==> src/rtl/lwm_pkg.sv <==
// lwm_pkg: shared constants, codes and types of the like wildcard matcher
package lwm_pkg;

   localparam int PATTERN_MAX  = 32;
   localparam int CHAR_BITS    = 8;
   localparam int LEN_BITS     = $clog2(PATTERN_MAX + 1);
   localparam int FUNC_BITS    = 2;
   localparam int CSR_IDX_BITS = 1;

   // request function codes
   localparam logic [FUNC_BITS-1:0] FUNC_APPEND  = 2'd0;
   localparam logic [FUNC_BITS-1:0] FUNC_SUBJECT = 2'd1;
   localparam logic [FUNC_BITS-1:0] FUNC_FINISH  = 2'd2;
   localparam logic [FUNC_BITS-1:0] FUNC_CLEAR   = 2'd3;

   // register indexes
   localparam logic [CSR_IDX_BITS-1:0] CSR_SINGLE_WC = 1'b0;
   localparam logic [CSR_IDX_BITS-1:0] CSR_SEQ_WC    = 1'b1;

   localparam logic [CHAR_BITS-1:0] SINGLE_WC_RESET = 8'd95;
   localparam logic [CHAR_BITS-1:0] SEQ_WC_RESET    = 8'd37;

   // broadcast to every cell of the chain
   typedef struct packed {
      logic                 step;
      logic                 rearm;
      logic [CHAR_BITS-1:0] symbol;
      logic [CHAR_BITS-1:0] seq_wc;
      logic [CHAR_BITS-1:0] single_wc;
   } lwm_cell_ctrl_type;

endpackage

==> src/rtl/lwm_cell.sv <==
// lwm_cell: one pattern position, holds its character and active bit
module lwm_cell (
   input  logic                       clock,
   input  logic                       reset,
   input  lwm_pkg::lwm_cell_ctrl_type ctrl,
   input  logic                       home,
   input  logic                       load,
   input  logic                       in_use,
   input  logic                       carry_in,
   input  logic                       step_in,
   output logic                       closed,
   output logic                       carry_out,
   output logic                       step_out
);

   logic [lwm_pkg::CHAR_BITS-1:0] char_ff, char_in;
   logic                          act_ff, act_in;
   logic                          is_seq, is_hit;

   assign is_seq = (char_ff == ctrl.seq_wc);
   assign is_hit = (char_ff == ctrl.single_wc) || (char_ff == ctrl.symbol);

   // closure ripples through sequence wildcards from the left
   assign closed    = act_ff | carry_in;
   assign carry_out = closed & in_use & is_seq;
   assign step_out  = closed & in_use & ~is_seq & is_hit;

   always_comb begin
      if (ctrl.step) begin
         act_in = carry_out | step_in;
      end else if (ctrl.rearm) begin
         act_in = home;
      end else begin
         act_in = act_ff;
      end
      char_in = load ? ctrl.symbol : char_ff;
   end

   always_ff @(posedge clock) begin
      if (reset) begin
         act_ff <= home;
      end else begin
         act_ff <= act_in;
      end
   end

   always_ff @(posedge clock) begin
      char_ff <= char_in;
   end

endmodule

==> src/rtl/like_wildcard_matcher.sv <==
// like_wildcard_matcher: sql like predicate engine built from a chain of pattern cells
//
// request channel (req_valid, req_stall, req_func, req_symbol): one beat per character.
//    append adds a pattern character, subject streams a subject character, finish asks
//    for the verdict and rearms, clear empties the pattern and the overflow flag.
// result channel (rsp_valid, rsp_stall, rsp_matched, rsp_pattern_overflow): one beat
//    for every finish beat, in order, nothing for the other functions.
// csr channel (csr_valid, csr_ready, csr_index, csr_wdata): index 0 single wildcard,
//    index 1 sequence wildcard; always ready, new codes apply from the next beat.
// throughput: one request beat per cycle while not stalled, every function alike.
//    the whole active set is updated each cycle by the row of cells, and the sequence
//    wildcard closure ripples through all cells in that cycle: the critical path.
// latency: the result beat appears the cycle after its finish beat.
// reset: pattern empty, overflow clear, wildcards back to '_' and '%', only start active.
// stall: the result register holds while rsp_stall is high; req_stall goes high only
//    while a result is held and stalled, otherwise requests flow on.
module like_wildcard_matcher (
   input  logic                                 clock,
   input  logic                                 reset,
   input  logic                                 req_valid,
   output logic                                 req_stall,
   input  logic [lwm_pkg::FUNC_BITS-1:0]        req_func,
   input  logic [lwm_pkg::CHAR_BITS-1:0]        req_symbol,
   output logic                                 rsp_valid,
   input  logic                                 rsp_stall,
   output logic                                 rsp_matched,
   output logic                                 rsp_pattern_overflow,
   input  logic                                 csr_valid,
   output logic                                 csr_ready,
   input  logic [lwm_pkg::CSR_IDX_BITS-1:0]     csr_index,
   input  logic [lwm_pkg::CHAR_BITS-1:0]        csr_wdata
);

   // wildcard registers
   logic [lwm_pkg::CHAR_BITS-1:0] single_wc_ff, single_wc_in;
   logic [lwm_pkg::CHAR_BITS-1:0] seq_wc_ff, seq_wc_in;

   // pattern length and sticky overflow
   logic [lwm_pkg::LEN_BITS-1:0]  length_ff, length_in;
   logic                          overflow_ff, overflow_in;

   // active bit of the end position, past the last cell
   logic                          end_ff, end_in;

   // result register
   logic                          rsp_valid_ff, rsp_valid_in;
   logic                          rsp_matched_ff, rsp_matched_in;
   logic                          rsp_overflow_ff, rsp_overflow_in;

   logic                          accept;
   logic                          append_beat, subject_beat, finish_beat, clear_beat;
   logic                          store_full;
   lwm_pkg::lwm_cell_ctrl_type    ctrl;

   // chain wiring
   logic [lwm_pkg::PATTERN_MAX-1:0] carry;
   logic [lwm_pkg::PATTERN_MAX-1:0] step;
   logic [lwm_pkg::PATTERN_MAX:0]   closed_pos;

   // request handshake: only a held, stalled result blocks new beats
   assign req_stall    = rsp_valid_ff & rsp_stall;
   assign accept       = req_valid & ~req_stall;
   assign append_beat  = accept && (req_func == lwm_pkg::FUNC_APPEND);
   assign subject_beat = accept && (req_func == lwm_pkg::FUNC_SUBJECT);
   assign finish_beat  = accept && (req_func == lwm_pkg::FUNC_FINISH);
   assign clear_beat   = accept && (req_func == lwm_pkg::FUNC_CLEAR);
   assign store_full   = (length_ff == lwm_pkg::LEN_BITS'(lwm_pkg::PATTERN_MAX));

   assign ctrl.step      = subject_beat;
   assign ctrl.rearm     = append_beat | finish_beat | clear_beat;
   assign ctrl.symbol    = req_symbol;
   assign ctrl.seq_wc    = seq_wc_ff;
   assign ctrl.single_wc = single_wc_ff;

   // the row of cells, position i held by cell i
   for (genvar i = 0; i < lwm_pkg::PATTERN_MAX; i++) begin : g_cell
      logic cin, sin;
      if (i == 0) begin : g_first
         assign cin = 1'b0;
         assign sin = 1'b0;
      end else begin : g_next
         assign cin = carry[i-1];
         assign sin = step[i-1];
      end
      lwm_cell u_cell (
         .clock     (clock),
         .reset     (reset),
         .ctrl      (ctrl),
         .home      ((i == 0) ? 1'b1 : 1'b0),
         .load      (append_beat && (length_ff == lwm_pkg::LEN_BITS'(i))),
         .in_use    (lwm_pkg::LEN_BITS'(i) < length_ff),
         .carry_in  (cin),
         .step_in   (sin),
         .closed    (closed_pos[i]),
         .carry_out (carry[i]),
         .step_out  (step[i])
      );
   end

   // end position: reached by the last cell, closed through a trailing sequence wildcard
   assign closed_pos[lwm_pkg::PATTERN_MAX] = end_ff | carry[lwm_pkg::PATTERN_MAX-1];

   always_comb begin
      if (subject_beat) begin
         end_in = step[lwm_pkg::PATTERN_MAX-1];
      end else if (ctrl.rearm) begin
         end_in = 1'b0;
      end else begin
         end_in = end_ff;
      end
   end

   // pattern length and overflow
   always_comb begin
      length_in   = length_ff;
      overflow_in = overflow_ff;
      if (clear_beat) begin
         length_in   = '0;
         overflow_in = 1'b0;
      end else if (append_beat) begin
         if (store_full) begin
            overflow_in = 1'b1;
         end else begin
            length_in = length_ff + lwm_pkg::LEN_BITS'(1);
         end
      end
   end

   // wildcard registers
   assign csr_ready = 1'b1;

   always_comb begin
      single_wc_in = single_wc_ff;
      seq_wc_in    = seq_wc_ff;
      if (csr_valid && csr_ready) begin
         case (csr_index)
            lwm_pkg::CSR_SINGLE_WC: begin
               single_wc_in = csr_wdata;
            end
            lwm_pkg::CSR_SEQ_WC: begin
               seq_wc_in = csr_wdata;
            end
            default: begin
               single_wc_in = single_wc_ff;
            end
         endcase
      end
   end

   // result register, verdict read at the end of the pattern
   always_comb begin
      rsp_matched_in  = rsp_matched_ff;
      rsp_overflow_in = rsp_overflow_ff;
      if (finish_beat) begin
         rsp_valid_in    = 1'b1;
         rsp_matched_in  = closed_pos[length_ff];
         rsp_overflow_in = overflow_ff;
      end else if (!rsp_stall) begin
         rsp_valid_in = 1'b0;
      end else begin
         rsp_valid_in = rsp_valid_ff;
      end
   end

   always_ff @(posedge clock) begin
      if (reset) begin
         single_wc_ff <= lwm_pkg::SINGLE_WC_RESET;
         seq_wc_ff    <= lwm_pkg::SEQ_WC_RESET;
         length_ff    <= '0;
         overflow_ff  <= 1'b0;
         end_ff       <= 1'b0;
         rsp_valid_ff <= 1'b0;
      end else begin
         single_wc_ff <= single_wc_in;
         seq_wc_ff    <= seq_wc_in;
         length_ff    <= length_in;
         overflow_ff  <= overflow_in;
         end_ff       <= end_in;
         rsp_valid_ff <= rsp_valid_in;
      end
   end

   always_ff @(posedge clock) begin
      rsp_matched_ff  <= rsp_matched_in;
      rsp_overflow_ff <= rsp_overflow_in;
   end

   assign rsp_valid            = rsp_valid_ff;
   assign rsp_matched          = rsp_matched_ff;
   assign rsp_pattern_overflow = rsp_overflow_ff;

   // a result beat only ever follows a finish beat
   a_rsp_from_finish: assert property (@(posedge clock) disable iff (reset)
      $rose(rsp_valid_ff) |-> $past(finish_beat))
      else $error("result beat without a finish beat");

   // the pattern never grows past the store
   a_length_bound: assert property (@(posedge clock) disable iff (reset)
      length_ff <= lwm_pkg::LEN_BITS'(lwm_pkg::PATTERN_MAX))
      else $error("pattern length beyond store");

   // clear drops the pattern and the overflow flag together
   a_clear_empties: assert property (@(posedge clock) disable iff (reset)
      clear_beat |=> (length_ff == '0) && !overflow_ff)
      else $error("clear did not empty the pattern");

   // overflow can only be set by an append into a full store
   a_overflow_cause: assert property (@(posedge clock) disable iff (reset)
      $rose(overflow_ff) |-> $past(append_beat && store_full))
      else $error("overflow set without a full-store append");

endmodule
==> config.mk <==
export PLATFORM = sky130hd
export DESIGN_NAME = like_wildcard_matcher
export DESIGN_NICKNAME = d
export VERILOG_FILES = /design/src/rtl/lwm_pkg.sv /design/src/rtl/lwm_cell.sv /design/src/rtl/like_wildcard_matcher.sv
export SDC_FILE = /design/constraint.sdc
export NUM_CORES = 1
export LEC_CHECK = 0
export BUFFER_PORTS_ARGS = -buffer_cell sky130_fd_sc_hd__buf_2
export CORE_UTILIZATION = 40
export DETAILED_ROUTE_END_ITERATION = 10
export HOLD_SLACK_MARGIN = 0.12
export PLACE_DENSITY_LB_ADDON = 0.15
export SYNTH_ARGS = -nofsm -noshare
export SYNTH_HDL_FRONTEND = slang
export SYNTH_SLANG_ARGS = --single-unit
==> constraint.sdc <==
create_clock -name clock -period 5.7 [get_ports clock]
set_clock_uncertainty 0.05 [all_clocks]
set_input_delay 0.57 -clock clock [delete_from_list [all_inputs] [get_ports clock]]
set_output_delay 0.57 -clock clock [all_outputs]
set_load 0.1 [all_outputs]
Yosys cells after proc, flatten, opt, wreduce, memory -nomap -nowiden
Cells that the tools add are included.
{"block": "word_totals", "regBits": 315, "input_bits": 24, "output_inout_bits": 5, "elab_cells": 583}
{"block": "op_classes", "addsub": 1, "order_cmp": 33, "n_eq_ne": 132, "mux": 39, "n_bitwise": 230, "n_reduce_logical": 76}
{"op": "$eq 8x8->1", "n": 96}
{"op": "$and 1x1->1", "n": 130}
{"op": "$eq 6x5->1 const B", "n": 16}
{"op": "$lt 5x6->1 const A", "n": 16}
{"op": "$or 1x1->1", "n": 65}
{"op": "$eq 6x4->1 const B", "n": 8}
{"op": "$lt 4x6->1 const A", "n": 8}
{"op": "$mux 1", "n": 38}
{"op": "$logic_and 1x1->1", "n": 36}
{"op": "$not 1->1", "n": 35}
{"op": "$logic_or 1x1->1", "n": 32}
{"op": "$eq 6x3->1 const B", "n": 4}
{"op": "$lt 3x6->1 const A", "n": 4}
{"op": "$eq 6x2->1 const B", "n": 2}
{"op": "$lt 1x6->1 const A", "n": 2}
{"op": "$lt 2x6->1 const A", "n": 2}
{"op": "$reduce_and 2->1", "n": 4}
{"op": "$lt 6x7->1 const B", "n": 1}
{"op": "$add 6x1->6 const B", "n": 1}
{"op": "$bmux 1 s6", "n": 1}
{"op": "$eq 6x1->1 const B", "n": 1}
{"op": "$eq 6x6->1 const B", "n": 1}
{"op": "$logic_not 6->1", "n": 1}
{"op": "$eq 2x2->1 const B", "n": 2}
{"op": "5 further kinds", "n": 5}

Logic depth before layout (Yosys ltp)
Gate-level depths: netlist (run 1).
{"block": "logic_depth", "ltp_word": 99, "mapped_depth": 16, "ltp_nobuf": 14}

Hierarchy
A second synthesis (run 1) with hierarchy kept.
{"block": "hier_totals", "hier_cells": 1824, "area_unflattened_um2": 21299.2}
{"mod": "lwm_cell", "instances": 32, "cells_per_inst": 49, "area_each_um2": 605.6, "seq_area_each_um2": 270.3}
{"mod": "like_wildcard_matcher", "instances": 1, "cells_per_inst": 256, "area_each_um2": 1920.6, "seq_area_each_um2": 560.5}

Worst setup path before layout (run 1)
No wires, ideal clock.
{"block": "synth_timing", "path_type": "flip-flop to flip-flop", "start": "reg length_ff[0] in the netlist's numbering", "end": "reg rsp_matched_ff (netlist: rsp_matched), data pin", "setup_time_ns": 0.180, "arrival_ns": 3.387, "required_ns": 5.470, "path_slack_ns": 2.083, "path_stages_with_launch": 16, "path_buffers": 1, "period_less_slack_ns": 3.617, "path_cell_list": "dfxtp_1 clkbuf_1 clkinv_1 ha_1 nor2b_1 nor2_1 nor3_1 o21ai_0 o311a_4 o211a_1 o31ai_1 o21a_2 o21a_1 o31ai_1 a32o_1 o311ai_1"}
{"block": "synth_via", "elab_chain_len": 99, "elab_cells_between_ends": 130, "cone_classes": "32 x order compare; 2 x mux; 96 x bitwise"}
{"item": "start, declared", "line": "like_wildcard_matcher.sv:39", "rtl": "logic [lwm_pkg::LEN_BITS-1:0] length_ff, length_in;"}
{"item": "start signal, assigned", "line": "like_wildcard_matcher.sv:176", "rtl": "length_ff <= length_in;"}
{"item": "$lt 1x6->1", "line": "like_wildcard_matcher.sv:91", "rtl": ".in_use (lwm_pkg::LEN_BITS'(i) < length_ff),"}
{"item": "$and 1x1->1 (2 in a row)", "line": "lwm_cell.sv:25", "rtl": "assign carry_out = closed & in_use & is_seq;"}
{"item": "$or 1x1->1", "line": "lwm_cell.sv:24", "rtl": "assign closed = act_ff | carry_in;"}
{"item": "$and 1x1->1 (2 in a row)", "line": "lwm_cell.sv:25"}
{"item": "$or 1x1->1", "line": "lwm_cell.sv:24"}
{"item": "$and 1x1->1 (2 in a row)", "line": "lwm_cell.sv:25"}
{"item": "$or 1x1->1", "line": "lwm_cell.sv:24"}
{"item": "$and 1x1->1 (2 in a row)", "line": "lwm_cell.sv:25"}
{"item": "[76 not listed]"}
{"item": "$and 1x1->1 (2 in a row)", "line": "lwm_cell.sv:25"}
{"item": "$or 1x1->1", "line": "lwm_cell.sv:24"}
{"item": "$and 1x1->1 (2 in a row)", "line": "lwm_cell.sv:25"}
{"item": "$or 1x1->1", "line": "lwm_cell.sv:24"}
{"item": "$and 1x1->1 (2 in a row)", "line": "lwm_cell.sv:25"}
{"item": "$or 1x1->1", "line": "like_wildcard_matcher.sv:101", "rtl": "assign closed_pos[lwm_pkg::PATTERN_MAX] = end_ff | carry[lwm_pkg::PATTERN_MAX-1];"}
{"item": "$bmux 1 s6 *", "line": "like_wildcard_matcher.sv:156", "rtl": "rsp_matched_in = closed_pos[length_ff];"}
{"item": "$mux 1 (implied by the code) *", "line": "like_wildcard_matcher.sv:156"}
{"item": "end signal, assigned", "line": "like_wildcard_matcher.sv:184", "rtl": "rsp_matched_ff <= rsp_matched_in;"}
{"item": "end, declared", "line": "like_wildcard_matcher.sv:47", "rtl": "logic rsp_matched_ff, rsp_matched_in;"}
Every way passes the cells marked *; elsewhere a longest branch is shown, timed or not. The select of a mux whose other input is x is not followed.
A chain may end at the register's enable or synchronous reset.

Worst setup path in the final report (run 1)
{"block": "layout_timing", "start": "reg length_ff[2] in the netlist's numbering", "end": "reg rsp_matched_ff (netlist: rsp_matched), data pin"}
The elaborated chain is that of the path after synthesis.

==> impl_metrics.toml, run 1 <==
[clock_network]
cts_resized = 0
hold_buffers = 0
root_buffer = "clkbuf_16"
tritoncts = "yes"
post_cts_buffers = 0
clockBufferDepth = 3
clk_latency_ns = 0.57
numCtsBuffers = 37
clock-sinks = 315
clkTransAtPathRegs_ns = 0.06
ctsHtreeMaxLevel = 2

[pwr]
power.leakage_nw = 7.33
powerDensity_nw_per_um2 = 239
ir_worst_vdd_mv = 0.236

[timing]
period_minus_slack_ns = 4.60
slew_headroom_pct = 17.2
setup_tns_ns = 0
timing.fmax_ghz = 0.217
slew_violations = 0
setup_violations = 0
worst_pin_slew_ns = 1.23
hold_viol = 0
rsz0062_at_grt = "no"
period_share_pct = 80.7

[worst_setup_path]
cp_top_family = "compound AO/OA/AOI/OAI gates"
crit_arrival_ns = 4.91
crit_type = "register to register"
end_kind = "register"
crit_required_ns = 6.01
slowest_delay_ns = 1.08
path_cells = "nand2_1, o21ai_0, nor2_1, o41ai_4, nand3_2, nor3_2, nand3_2, a211oi_2, o21ai_1, nand2_2, nand2_1, o311ai_1"
cp-start-kind = "register"
reg2regPathDepth = 12
crit_buf_inv = 0
cp.depth = 12
crit_fanout = 31
slowest_stage = "dfxtp_1"

[hold_path]
hold_path_class = "primary input to register"
whs_path_depth = 3

[run]
max-cap-violations = 0

[logic_synthesis]
ys_seq_elements = 315
syn_inst = 2039
ys_seq_area_share_pct = 42.2
ys.flop_type = "edfxtp_1"
yosys.cell_types.count = 83
avgSynthCellArea_um2 = 10.3
synth_edf_count = 258
synth_area_um2 = 21100
synth_fp_nets = 2066
synthArstFlopShare_pct = 0
ys_warn_count = 0

[cells_and_area]
diodes = 0
layout_commonest_cell = "xnor2_1"
mostFrequentLayoutCells = "xnor2_1, xor2_1, edfxtp_1"
design_area_um2 = 23100
nets = 2059
area_delta_synth_final_pct = 9.56
drive_gt1_share_pct = 9.22

[routing]
first_iter_violations = 1484
drc = 0
firstDrtPassIters = 7
routed_wl_um = 69800
postRouteAntennaNets = 0
vias_per_cell = 5.72
wl_per_cell_um = 25.5
vias = 15683

[floorplan]
initial_core_util_pct = 40.8
core-area_um2 = 51600
die_h_um = 231
die_x_um = 231
die-area_um2 = 53600
core.rowCount = 83
ioPinCount = 29

[global_route]
grt_max_degree = 47
met1_usage_pct = 36.9
antenna_found_initial = 0
grt_pass1_vias = 15865
grt_busiest_layer = "met2"
grt_pass1_wl_um = 104000
grt_usage_pct = 26.2
use_met3_pct = 3.13
use_met2_pct = 41.8
overflow = 0

[place]
dpl-instance-area_um2 = 21900
gp_congestion = 0.970
dp_hpwl_um = 47400
numPortBuffers = 27

[status]
status = "completed"
## report_power, final
part | total (mW) | internal (mW) | switching (mW)
registers | 2.57 | 2.50 | 0.0706
clock network | 2.38 | 1.39 | 0.992
logic | 0.572 | 0.216 | 0.356
total | 5.52 | 4.11 | 1.42
## cell usage after synthesis (3+ instances only)
cell / count / area (um^2)
a21o_1: 5 / 37.5
a21oi_1: 64 / 320
a22o_1: 4 / 35.0
a22oi_1: 20 / 150
a311oi_1: 3 / 26.3
a31oi_1: 4 / 25.0
a41oi_1: 4 / 35.0
and2_1: 11 / 68.8
and3_1: 4 / 25.0
buf_1: 38 / 143
buf_12: 3 / 60.1
buf_2: 13 / 65.1
buf_4: 3 / 22.5
buf_6: 19 / 214
clkbuf_1: 56 / 210
dfxtp_1: 57 / 1140
edfxtp_1: 258 / 7750
ha_1: 3 / 37.5
inv_1: 17 / 63.8
mux2i_1: 6 / 60.1
nand2_1: 124 / 465
nand2b_1: 6 / 37.5
nand3_1: 26 / 130
nand3_2: 4 / 40.0
nand4_1: 105 / 657
nor2_1: 112 / 420
nor2b_1: 6 / 37.5
nor3_1: 27 / 135
nor4_1: 98 / 613
nor4_2: 3 / 37.5
o2111a_1: 3 / 33.8
o211ai_1: 5 / 37.5
o21a_1: 6 / 45.0
o21ai_0: 48 / 240
o21bai_1: 5 / 37.5
o22ai_1: 21 / 131
o31ai_1: 6 / 45.0
or2_2: 7 / 43.8
or3_1: 8 / 50.1
xnor2_1: 403 / 3530
xor2_1: 368 / 3220
## flip-flops by register name, indices dropped and copies added (netlist names)
register	flops
overflow_ff	1
rsp_matched	1
rsp_pattern_overflow	1
seq_wc_ff	8
end_ff	1
rsp_valid	1
single_wc_ff	8
g_cell.u_cell.char_ff	256
g_cell.u_cell.act_ff	32
length_ff	6
## path summary, 6_finish.rpt
kind,to,from,slack (ns)
max,rsp_matched,length_ff[2],1.10
min,seq_wc_ff[2],csr_wdata[2],0.18
max reg2reg,rsp_matched,length_ff[2],1.10
min reg2reg,rsp_pattern_overflow,overflow_ff,0.39
## tightest hold or removal path, cell delays in order
cell and delay, ns:
buf_2 0.09, nand2_1 0.04, nand3_1 0.07
## cell type report
type,instances,area [um^2]
inverters,18,67.6
clock inverters,11,85.1
clock buffers,57,1110
flip-flops and latches,315,8910
repair buffers,87,668
multi-input cells,1573,11400
well taps,680,851
fillers,4804,28500
## metal layers
layer	up-vias	wire length, um
met3	128	4010
met2	533	31700
li1	7177	-
met5	-	0
met1	7845	32100
met4	0	1970
## cell families after synthesis
family	Yosys count	synth area share [%]
AOI/OAI and AO/OA	240	7.73
xor gates and xnor gates	771	32.1
adders and majority gates	3	0.178
buffers and inverters	151	3.78
DFF	315	42.2
muxes	6	0.285
other	1	0.0178
and+or+nand+nor	552	13.7
## stage by stage
step / setup slack [ns] / util (%) / instances / hold slack, ns / power [mW]
finish: 1.10 / 44.7 / 2741 / 0.182 / 5.52
floorplan: 2.08 / - / 2039 / 0.359 / 2.98
CTS: 1.16 / 44.7 / 2741 / 0.156 / 5.57
detailed placement: 1.19 / 42.4 / 2673 / 0.374 / 3.18
global placement: 1.28 / 42.4 / 2673 / 0.374 / 3.18
global route: 0.795 / 44.7 / 2741 / 0.194 / 5.69
No activity file was read; power rests on OpenSTA's default activity.
==> run 2, diff against run 1 <==
ABC_AREA = 1   (was default)
clock period = 3.92 ns   (was 5.7 ns; I/O delays follow)
==> run 2 against run 1 <==
The run now ends with setup timing left. Global-route usage increased by 4.5 points. Synthesized area increased by 2.9%. Fmax shrank 30%. Setup slack got worse by 3.8 ns. Count of clock-buffer cells in the layout fell by 8. Synthesized cell count increased by 24%. Critical path type unchanged. Critical endpoint unchanged. Largest cell class unchanged.
==> impl_metrics.toml, run 2 <==
[cells_and_area]
reg.largest.list = "g_cell.u_cell.char_ff (256), g_cell.u_cell.act_ff (32)"
mostFrequentLayoutCells = "nand2_1, buf_4, xnor2_1"
largest_register_ffs = 256
nets = 2976
area_delta_synth_final_pct = 26.6
drive_gt1_share_pct = 27.1
fin_util_pct = 51.7
max_flop_register = "g_cell.u_cell.char_ff"
stdcell_count = 3668
layout_commonest_cell = "nand2_1"
diodes = 0

[global_route]
grt_max_degree = 48
grt_usage_pct = 30.7
overflow = 0
antenna_found_initial = 0
grt_pass1_wl_um = 127000
grt_pass1_vias = 20384

[place]
pre_cts_slack_ns = -2.44
place_inst = 3490
gp_congestion = 0.969
dp_hpwl_um = 56700
numPortBuffers = 27

[worst_setup_path]
crit_required_ns = 4.31
slowest_delay_ns = 0.39
r2r-start = "g_cell[0].u_cell.char_ff[4]"
slowest_stage = "edfxtp_1"
reg2reg_setup_slack_ns = -2.70
cp_top_family = "simple AND/OR/NAND/NOR gates"
end_kind = "register"
crit_type = "register to register"
reg2regPathDepth = 73
crit_buf_inv = 1
crit_arrival_ns = 7.01
worstReg2RegEnd = "rsp_matched"
crit_fanout = 3
cp-start-kind = "register"

[pwr]
powerDensity_nw_per_um2 = 318
ir_worst_vdd_mv = 0.263
power.leakage_nw = 10.7
p_total_mw = 8.73

[hold_path]
hold_end = "rsp_pattern_overflow"
hold_path_class = "primary input to register"
whs_path_depth = 3
min_from = "req_func[1]"

[timing]
worst_pin_slew_ns = 1.11
timing.fmax_ghz = 0.151
slew_violations = 0
whs_ns = 0.214
fin_ws_ns = -2.70
period_minus_slack_ns = 6.62
slew_headroom_pct = 25.4
hold_viol = 0
period_share_pct = 169
setup_violations = 20
rsz0062_at_grt = "yes"

[clock_network]
root_buffer = "clkbuf_16"
numCtsBuffers = 40
ctsHtreeMaxLevel = 2
tritoncts = "yes"
clock-sinks = 315
clk_latency_ns = 0.59
clkTransAtPathRegs_ns = 0.07
clockBufferDepth = 3

[status]
violations = "setup timing"
status = "finished, violations left"

[logic_synthesis]
synth.area.top_cells = "edfxtp_1, xnor2_1, nand2_1"
yosys.cell_types.count = 69
synth_fp_nets = 2560
synth_commonest_cells = "nand2_1, xnor2_1, edfxtp_1"
synth_area_leader_cell = "edfxtp_1"
synth_edf_count = 258
ys_seq_area_share_pct = 41.0
synthArstFlopShare_pct = 0
synth_top_area_share_pct = 35.8
ys_seq_elements = 315
synth.most_common_cell = "nand2_1"
syn_inst = 2533
synth_area_um2 = 21700
avgSynthCellArea_um2 = 8.55
ys.flop_type = "edfxtp_1"
ys_warn_count = 0

[floorplan]
die_h_um = 235
initial_core_util_pct = 40.8
die_x_um = 235
ioPinCount = 29
core.rowCount = 84
die-area_um2 = 55100
core-area_um2 = 53100

[routing]
firstDrtPassIters = 5
wl_per_cell_um = 23.2
routed_wl_um = 85100
vias_per_cell = 5.61
first_iter_violations = 1877
drc = 0
vias = 20595
postRouteAntennaNets = 0

[run]
max-cap-violations = 0
==> run 2: tightest hold or removal path: cells and delay by family <==
| kind | cells | cell delay [ns] |
|---|---|---|
| and+or+nand+nor | 2 | 0.16 |
| buffers and inverters | 1 | 0.12 |
==> run 2: metrics by stage <==
| step | area, um^2 | TNS [ns] |
|---|---|---|
| 6_report | 27400 | -34.78 |
| 5_1_grt | 27400 | -43.96 |
| 4_1_cts | 27400 | -31.43 |
| 3_5_place_dp | 25100 | -25.49 |
| 3_3_place_gp | 25100 | -21.55 |
| 2_1_floorplan | 21700 | -26.80 |
==> run 2: where the power goes <==
part | internal [mW] | switching, mW
Combinational | 0.395 | 0.803
Sequential | 3.63 | 0.0359
Clock | 2.31 | 1.54
==> run 2: cell type report <==
cell class                      count  area (um^2)
Timing Repair Buffer              516         3960
Multi-Input combinational cell   1880        11500
Sequential cell                   315         8910
Clock inverter                     24          268
Clock buffer                       49         1090
Fill cell                        4829        25600
Inverter                          196          801
Tap cell                          688          861
==> run 2: layer usage <==
| metal | share of wire, % | up-vias | track usage (%) |
|---|---|---|---|
| met1 | 42 | 9991 | 41.0 |
| met4 | 4.7 | 0 | 14.1 |
| li1 | - | 9416 | - |
| met5 | 0 | - | 0 |
| met2 | 45 | 953 | 49.7 |
| met3 | 7.9 | 235 | 3.64 |
==> run 2: cell families (layout without fill, tap and decap cells) <==
kind of cell / Yosys count / in the layout / share of synthesized area (%)
AO/OA/AOI/OAI: 246 / 246 / 8.42
flip-flops: 315 / 315 / 41.0
adder cells (fa/ha/maj): 3 / 3 / 0.173
AND/OR/NAND/NOR: 1200 / 1200 / 26.4
buffers and inverters: 338 / 785 / 6.61
other: 1 / 1 / 0.0173
XOR/XNOR: 430 / 430 / 17.4
==> run 2: how the worst max path moves through the flow <==
stage               slack (ns)  cells after the start                        start     endpoint
finish                   -2.70                     73  g_cell[0].u_cell.char_ff[4]  rsp_matched
global route             -3.29                     71  g_cell[0].u_cell.char_ff[7]  rsp_matched
CTS                      -2.43                     71  g_cell[0].u_cell.char_ff[7]  rsp_matched
detailed placement       -2.44                     73  g_cell[0].u_cell.char_ff[4]  rsp_matched
global placement         -2.20                     73  g_cell[0].u_cell.char_ff[4]  rsp_matched
floorplan                -2.59                     77                 length_ff[0]  rsp_matched
==> run 2: what timing repair did <==
action,in CTS,in global routing
hold buffers,11,0
gates resized for setup,12,34
pin swaps,10,19
buffers inserted,104,28
hold endpoints to repair,16,0
endpoints found under the setup margin,18,23
